## config.mk

```make
export PLATFORM = sky130hd
export DESIGN_NAME = down_counting_timer_regs
export DESIGN_NICKNAME = d
export VERILOG_FILES = /design/src/sv/dct_pkg.sv /design/src/sv/down_counting_timer_regs.sv /design/src/sv/dct_regfile.sv
export SDC_FILE = /design/constraint.sdc
export NUM_CORES = 1
export LEC_CHECK = 0
export ABC_AREA = 0
export BUFFER_PORTS_ARGS = -buffer_cell sky130_fd_sc_hd__buf_2
export CAP_MARGIN = 20
export CORE_ASPECT_RATIO = 1.1
export CORE_MARGIN = 4
export CORE_UTILIZATION = 60
export CTS_CLUSTER_SIZE = 25
export DETAILED_ROUTE_END_ITERATION = 7
export GPL_TIMING_DRIVEN = 0
export PLACE_DENSITY = 0.81
export SLEW_MARGIN = 20
export SYNTH_ARGS = -nofsm -noshare
export SYNTH_HDL_FRONTEND = slang
export SYNTH_SLANG_ARGS = --single-unit
```

## constraint.sdc

```tcl
create_clock -name clk -period 5.2 [get_ports clk]
set_clock_uncertainty 0.15 [all_clocks]
set_input_delay 0.78 -clock clk [delete_from_list [all_inputs] [get_ports clk]]
set_output_delay 0.78 -clock clk [all_outputs]
set_load 0.01 [all_outputs]
```

## src/sv/dct_pkg.sv

```systemverilog
// ----------------------------------------------------------------------------
// dct_pkg : shared types and constants for the down-counting timer
// Holds the counter width, register offsets, control bit positions, the item
// and result structs, and helpers that move values between bus and counter
// widths.
// ----------------------------------------------------------------------------
package dct_pkg;

  localparam int COUNT_WIDTH = 32;
  localparam int WORD_WIDTH  = 32;
  localparam int OFFSET_WIDTH = 8;

  typedef logic [COUNT_WIDTH-1:0]  count_t;
  typedef logic [WORD_WIDTH-1:0]   word_t;
  typedef logic [OFFSET_WIDTH-1:0] offset_t;

  typedef enum logic [1:0] {
    OP_TICK  = 2'd0,
    OP_READ  = 2'd1,
    OP_WRITE = 2'd2
  } op_t;

  localparam offset_t OFF_CONTROL = 8'd0;
  localparam offset_t OFF_RELOAD  = 8'd4;
  localparam offset_t OFF_COUNT   = 8'd8;
  localparam offset_t OFF_STATUS  = 8'd12;
  localparam offset_t OFF_CLEAR   = 8'd16;

  localparam int BIT_ENABLE   = 0;
  localparam int BIT_PERIODIC = 1;
  localparam int BIT_IRQ_EN   = 2;
  localparam int BIT_FIRED    = 0;
  localparam int BIT_W1C      = 0;

  typedef struct packed {
    logic [1:0] operation;
    offset_t    reg_offset;
    word_t      write_data;
  } item_t;

  typedef struct packed {
    word_t read_data;
    logic  bus_error;
    logic  irq_pulse;
    logic  irq_pending;
  } result_t;

  // Bus word to counter width: truncate or zero-extend.
  function automatic count_t to_count(input word_t data);
    logic [COUNT_WIDTH+WORD_WIDTH-1:0] wide;
    wide = {{COUNT_WIDTH{1'b0}}, data};
    return wide[COUNT_WIDTH-1:0];
  endfunction

  // Counter value to bus word: low bits, zero-extended when narrower.
  function automatic word_t to_word(input count_t value);
    logic [COUNT_WIDTH+WORD_WIDTH-1:0] wide;
    wide = {{WORD_WIDTH{1'b0}}, value};
    return wide[WORD_WIDTH-1:0];
  endfunction

endpackage

```

## src/sv/down_counting_timer_regs.sv

```systemverilog
// ----------------------------------------------------------------------------
// down_counting_timer_regs : down-counting timer with register access
// Path: an accepted item passes the input register, then the result register;
//   a stall on the output side holds it where it is.
// Throughput: one item per cycle while the output does not stall; the register file updates in one pass.
// Reset: synchronous rst clears control, reload, counter, fired flag and both
//   pipeline valid bits; the block takes items in the cycle after reset.
// ----------------------------------------------------------------------------
module down_counting_timer_regs
  import dct_pkg::*;
(
  input  logic       clk,
  input  logic       rst,
  // item channel
  input  logic       in_valid,
  output logic       in_stall,
  input  logic [1:0] operation,
  input  offset_t    reg_offset,
  input  word_t      write_data,
  // result channel
  output logic       out_valid,
  input  logic       out_stall,
  output word_t      read_data,
  output logic       bus_error,
  output logic       irq_pulse,
  output logic       irq_pending
);

  // Input register: holds one accepted item until the result slot is free.
  logic    s1_valid;
  item_t   s1_item;

  // Result register: holds the finished result until the sink takes it.
  result_t out_result;
  result_t step_result;

  logic out_free;
  logic step;
  logic in_take;

  // The result slot can take a new result when empty or being drained.
  assign out_free = !out_valid || !out_stall;
  // Execute the held item exactly when its result can be stored.
  assign step     = s1_valid && out_free;
  // Stall only when the input register is full and cannot move on.
  assign in_stall = s1_valid && !out_free;
  assign in_take  = in_valid && !in_stall;

  dct_regfile u_regfile (
    .clk    (clk),
    .rst    (rst),
    .step   (step),
    .item   (s1_item),
    .result (step_result)
  );

  // Input register control
  always_ff @(posedge clk) begin
    if (rst) begin
      s1_valid <= 1'b0;
    end else if (in_take) begin
      s1_valid <= 1'b1;
    end else if (step) begin
      s1_valid <= 1'b0;
    end
  end

  // Input register payload: load on every transfer
  always_ff @(posedge clk) begin
    if (in_take) begin
      s1_item.operation  <= operation;
      s1_item.reg_offset <= reg_offset;
      s1_item.write_data <= write_data;
    end
  end

  // Result register control: fill on step, drop once the sink has taken it
  always_ff @(posedge clk) begin
    if (rst) begin
      out_valid <= 1'b0;
    end else if (out_free) begin
      out_valid <= step;
    end
  end

  // Result register payload
  always_ff @(posedge clk) begin
    if (step) begin
      out_result <= step_result;
    end
  end

  assign read_data   = out_result.read_data;
  assign bus_error   = out_result.bus_error;
  assign irq_pulse   = out_result.irq_pulse;
  assign irq_pending = out_result.irq_pending;

  // An interrupt pulse always comes with the fired flag set.
  a_pulse_pending: assert property (@(posedge clk) disable iff (rst)
    out_valid && irq_pulse |-> irq_pending)
    else $error("irq_pulse without irq_pending");

  // A failed access returns no data and never pulses the interrupt.
  a_error_quiet: assert property (@(posedge clk) disable iff (rst)
    out_valid && bus_error |-> (read_data == '0) && !irq_pulse)
    else $error("bus error with data or pulse");

  // Input stalls only when the result register is full and held.
  a_stall_cause: assert property (@(posedge clk) disable iff (rst)
    in_stall |-> out_valid && out_stall && s1_valid)
    else $error("input stalled without backpressure");

  // A held item stays in the input register while the output is blocked.
  a_item_kept: assert property (@(posedge clk) disable iff (rst)
    s1_valid && out_valid && out_stall |=> s1_valid)
    else $error("held item lost under stall");

endmodule

```

## src/sv/dct_regfile.sv

```systemverilog
// ----------------------------------------------------------------------------
// dct_regfile : timer register file and step logic
// Holds control, reload, counter and fired flag; works out the result of one
// item and commits the new state when step is high.
// ----------------------------------------------------------------------------
module dct_regfile
  import dct_pkg::*;
(
  input  logic    clk,
  input  logic    rst,
  input  logic    step,
  input  item_t   item,
  output result_t result
);

  word_t  control_word;
  word_t  control_word_next;
  count_t reload_value;
  count_t reload_value_next;
  count_t down_count;
  count_t down_count_next;
  logic   fired_flag;
  logic   fired_flag_next;

  count_t count_dec;
  word_t  rd;
  logic   err;
  logic   pulse;

  always_comb begin
    control_word_next = control_word;
    reload_value_next = reload_value;
    down_count_next   = down_count;
    fired_flag_next   = fired_flag;
    rd    = '0;
    err   = 1'b0;
    pulse = 1'b0;
    // saturate at zero: an enabled tick on a zero counter expires at once
    count_dec = (down_count != '0) ? down_count - count_t'(1) : '0;

    case (item.operation)
      OP_TICK: begin
        if (control_word[BIT_ENABLE] && (reload_value != '0)) begin
          down_count_next = count_dec;
          if (count_dec == '0) begin
            fired_flag_next = 1'b1;
            pulse           = control_word[BIT_IRQ_EN];
            if (control_word[BIT_PERIODIC]) begin
              down_count_next = reload_value;
            end else begin
              control_word_next[BIT_ENABLE] = 1'b0;
            end
          end
        end
      end
      OP_READ: begin
        case (item.reg_offset)
          OFF_CONTROL: rd = control_word;
          OFF_RELOAD:  rd = to_word(reload_value);
          OFF_COUNT:   rd = to_word(down_count);
          OFF_STATUS:  rd = {{(WORD_WIDTH-1){1'b0}}, fired_flag};
          default:     err = 1'b1;
        endcase
      end
      OP_WRITE: begin
        case (item.reg_offset)
          OFF_CONTROL: begin
            control_word_next = item.write_data;
            // rising enable on an empty counter: load from reload
            if (item.write_data[BIT_ENABLE] && !control_word[BIT_ENABLE] &&
                (down_count == '0)) begin
              down_count_next = reload_value;
            end
          end
          OFF_RELOAD: reload_value_next = to_count(item.write_data);
          OFF_STATUS, OFF_CLEAR: begin
            if (item.write_data[BIT_W1C]) begin
              fired_flag_next = 1'b0;
            end
          end
          default: err = 1'b1;
        endcase
      end
      default: err = 1'b1;
    endcase

    result.read_data   = rd;
    result.bus_error   = err;
    result.irq_pulse   = pulse;
    result.irq_pending = fired_flag_next;
  end

  always_ff @(posedge clk) begin
    if (rst) begin
      control_word <= '0;
      reload_value <= '0;
      down_count   <= '0;
      fired_flag   <= 1'b0;
    end else if (step) begin
      control_word <= control_word_next;
      reload_value <= reload_value_next;
      down_count   <= down_count_next;
      fired_flag   <= fired_flag_next;
    end
  end

endmodule

```

==> qor.txt <==
Critical path's slowest cell - nor4b_1
Critical path required time - 5330 ps
Drt via density - 6.023
Cell count after synthesis - 912
First-pass GRT wire length - 35770 um
Design Area, Final - 9539 sq um
Seq cells post-synth - 176
Final hold vios - 0
Post-route setup slack - 683.4 ps
Internal - 2.189 mW
GRT Overall Usage - 28.58%
Clk sinks - 176
TritonCTS clock tree - done
Share of layout cells above drive strength 1 - 14.98%
Share of synthesized flip-flops with an asynchronous set or reset - 0%
ANT nets after route - 0
Syn Nets - 960
CTS resizes - 0
Clk slew on worst S/H paths - 60 ps
Initial antenna violation count - 0
Tmin final - 4517 ps
Initial core utilization - 61.93%
Combinational power share - 4.4%
DRT Wirelength - 22280 um
Placer's final routability congestion estimate - 1.026
Ys flop type - dfxtp_1
H-tree levels - 4
IO Port Bufs - 82
Setup TNS - 0 ps
Register area share after synthesis - 51.83%
Worst Setup Start Kind - flop
Critical path peak fanout - 10
Register area - 4294 sq um
CP Cell Sequence - inv_1 > ha_1 > nor4b_1 > nand2_1 > or4_4 > o21ai_1 > nand3_1 > or4b_1 > o21ai_2 > clkbuf_1 > or3_1 > a311oi_2
DRC violation count after routing - 0
Final period util - 86.86%
Final HPWL DP - 15720 um
Flop pwr share - 52.9%
Placed Instances - 1180
Vias in the first global route - 6978
Syn Area/Cell - 9.085 sq um
Measured slew at the worst slew-check pin - 927.6 ps
Top Family by Delay on Critical Path - simple AND/OR/NAND/NOR gates
Post-synthesis cell type count - 57
Drt pass-1 iters - 7
Diodes inserted - 0
CP Capture Type - flop
DIE AREA - 15760 sq um
RSZ-0062 raised after global routing - false
Number of DRC markers in iteration 0 - 669
Relative slew slack - 38.16%
GR Overflow Total - 0
Largest net degree at the start of global routing - 29
Cts hold-fix bufs - 0
NumNets Final - 1063
Layout area overhead - 15.13%
Leak Pwr - 3.371 nW
Worst min-delay path class - reg2reg
Final Max Slew Viols - 0
Via count - 7300
Switch share - 22.03%
Maximum buffer depth of the clock tree - 2
Placement row count - 44
Fmax - 221.4 MHz
WP buf/inv - 2
Crit path kind - reg2reg
Outcome - completed
Worst IR drop on VDD - 268.9 uV
Num CTS Buffers - 17
Number of top-level pins - 83
Yosys warns - 0
Cell Area, Synth - 8285 sq um
Max cap viols - 0
Fin cells - 1212
Multi-input gate area - 3646 sq um
Clock power share - 42.7%
DP Area - 8981 sq um
Clock root cell - clkbuf_16
Worst slack, placed - 846.7 ps
Filler Cell Count - 1054
Placeable Area - 13380 sq um
Final setup viols - 0
Power Density - 294.3 nW/um^2
Number of flops mapped to enable cells by yosys - 77
Die width - 120.0 um
Slowest stage delay, CP - 640 ps
DR WL/cell - 18.38 um
Die height - 131.2 um
Worst path arrival time - 4640 ps
P_sw - 0.6186 mW
Clock latency on the worst-skew pair - 430 ps
Post-CTS Setup Inserts - 0
[state kept, by name, indices dropped and copies added (netlist names)]
name and flops:
irq_pulse 1, s1_valid 1, u_regfile.control_word 32, bus_error 1, u_regfile.fired_flag 1, read_data 32, irq_pending 1, u_regfile.down_count 32
u_regfile.reload_value 32, out_valid 1, s1_item 42
[cells by family (layout without fill, tap and decap cells)]
group / after synthesis / in the layout / share of synthesized area, %
simple gates: 428 / 428 / 23.68
buf+inv: 82 / 198 / 4.259
compound gates: 170 / 170 / 13.58
xor+xnor: 21 / 21 / 2.220
mux: 33 / 33 / 4.138
flops: 176 / 176 / 51.83
fa+ha+maj: 2 / 2 / 0.3020
[worst reg2reg max path, stage by stage, from the launching register on]
cell	delay, ps
dfxtp_1	390
inv_1	120
ha_1	290
nor4b_1	640
nand2_1	340
or4_4	530
o21ai_1	190
nand3_1	140
or4b_1	520
o21ai_2	280
clkbuf_1	440
or3_1	220
a311oi_2	100
[final cells by class]
cell class | count | area share, %
inverters | 7 | 0.2754
clock inverters | 7 | 0.5509
well taps | 184 | 2.413
plain buffers | 75 | 3.423
flip-flops and latches | 176 | 45.02
clock buffers | 25 | 5.299
repair buffers | 84 | 4.801
multi-input cells | 654 | 38.22
[final timing paths]
check                           slack [ps]  cells after the start                                     from                                       to
worst min-delay path                   310                      2  u_regfile.control_word[25]$_SDFFE_PP0P_  u_regfile.control_word[25]$_SDFFE_PP0P_
worst max-delay path                   680                     12     u_regfile.down_count[0]$_SDFFE_PP0P_    u_regfile.down_count[10]$_SDFFE_PP0P_
worst max register to register         680                     12     u_regfile.down_count[0]$_SDFFE_PP0P_    u_regfile.down_count[10]$_SDFFE_PP0P_
worst min register to register         310                      2  u_regfile.control_word[25]$_SDFFE_PP0P_  u_regfile.control_word[25]$_SDFFE_PP0P_
[power by group through the flow]
stage,sequential [mW],combinational (mW),clock [mW]
after global placement,1.52,0.115,0
after CTS,1.48,0.124,1.20
after detailed placement,1.51,0.123,0
after floorplan,1.52,0.0614,0
after global routing,1.49,0.134,1.26
final,1.48,0.125,1.20
[per-stage QoR]
| stage | power (mW) | hold slack (ps) | utilization, % |
|---|---|---|---|
| 2_1_floorplan | 1.577 | 285.7 | - |
| 3_3_place_gp | 1.631 | 291.1 | 66.72 |
| 3_5_place_dp | 1.636 | 298.0 | 67.13 |
| 4_1_cts | 2.808 | 308.7 | 71.31 |
| 5_1_grt | 2.884 | 328.0 | 71.31 |
| 6_report | 2.808 | 305.2 | 71.31 |
[synthesized netlist by cell type (all sizes together) (2+ instances only)]
| cell type | count | area (sq um) |
|---|---|---|
| edfxtp | 77 | 2312 |
| o31ai | 4 | 43.79 |
| nand4 | 16 | 100.1 |
| xnor2 | 13 | 113.9 |
| nor4 | 20 | 131.4 |
| ha | 2 | 25.02 |
| and2 | 5 | 31.28 |
| a311oi | 26 | 321.6 |
| a211o | 2 | 17.52 |
| a211oi | 5 | 37.54 |
| or3 | 32 | 205.2 |
| a21oi | 105 | 525.5 |
| nand3b | 2 | 15.01 |
| buf | 12 | 87.58 |
| nand4b | 3 | 26.28 |
| a31oi | 4 | 25.02 |
| or2 | 3 | 21.27 |
| or4 | 5 | 48.79 |
| a21o | 2 | 15.01 |
| nor3 | 17 | 90.09 |
| clkbuf | 63 | 239.0 |
| nor2 | 123 | 461.7 |
| mux2i | 32 | 320.3 |
| a22oi | 2 | 15.01 |
| nand3 | 12 | 60.06 |
| dfxtp | 99 | 1982 |
| nor3b | 3 | 22.52 |
| nor2b | 6 | 37.54 |
| inv | 7 | 26.28 |
| xor2 | 8 | 70.07 |
| o21ai | 14 | 73.82 |
| and3 | 3 | 18.77 |
| nand2 | 173 | 649.4 |
[layout by cell type, fill, tap and decap left out, types with 8 or more instances in the layout]
master | synthesis | layout
buf_2 | 4 | 86
nand2_1 | 173 | 173
dfxtp_1 | 99 | 99
edfxtp_1 | 77 | 77
a311oi_2 | 15 | 15
nor4_1 | 19 | 19
or3_1 | 31 | 31
xnor2_1 | 13 | 13
a21oi_1 | 105 | 105
nor3_1 | 16 | 16
a311oi_1 | 11 | 11
clkbuf_16 | 0 | 17
xor2_1 | 8 | 8
clkbuf_1 | 61 | 64
nand3_1 | 12 | 12
o21ai_0 | 12 | 12
nor2_1 | 123 | 123
mux2i_1 | 32 | 32
nand4_1 | 16 | 16
[metal layers]
metal	wire, um	vias up	share of wire, %	GRT usage [%]
li1	-	3429	-	-
met1	9089	3446	41	38.08
met2	10670	367	48	45.39
met3	1889	58	8.5	6.105
met4	633	0	2.8	12.03
met5	0	-	0	0
Power figures use the tool's default switching activity.
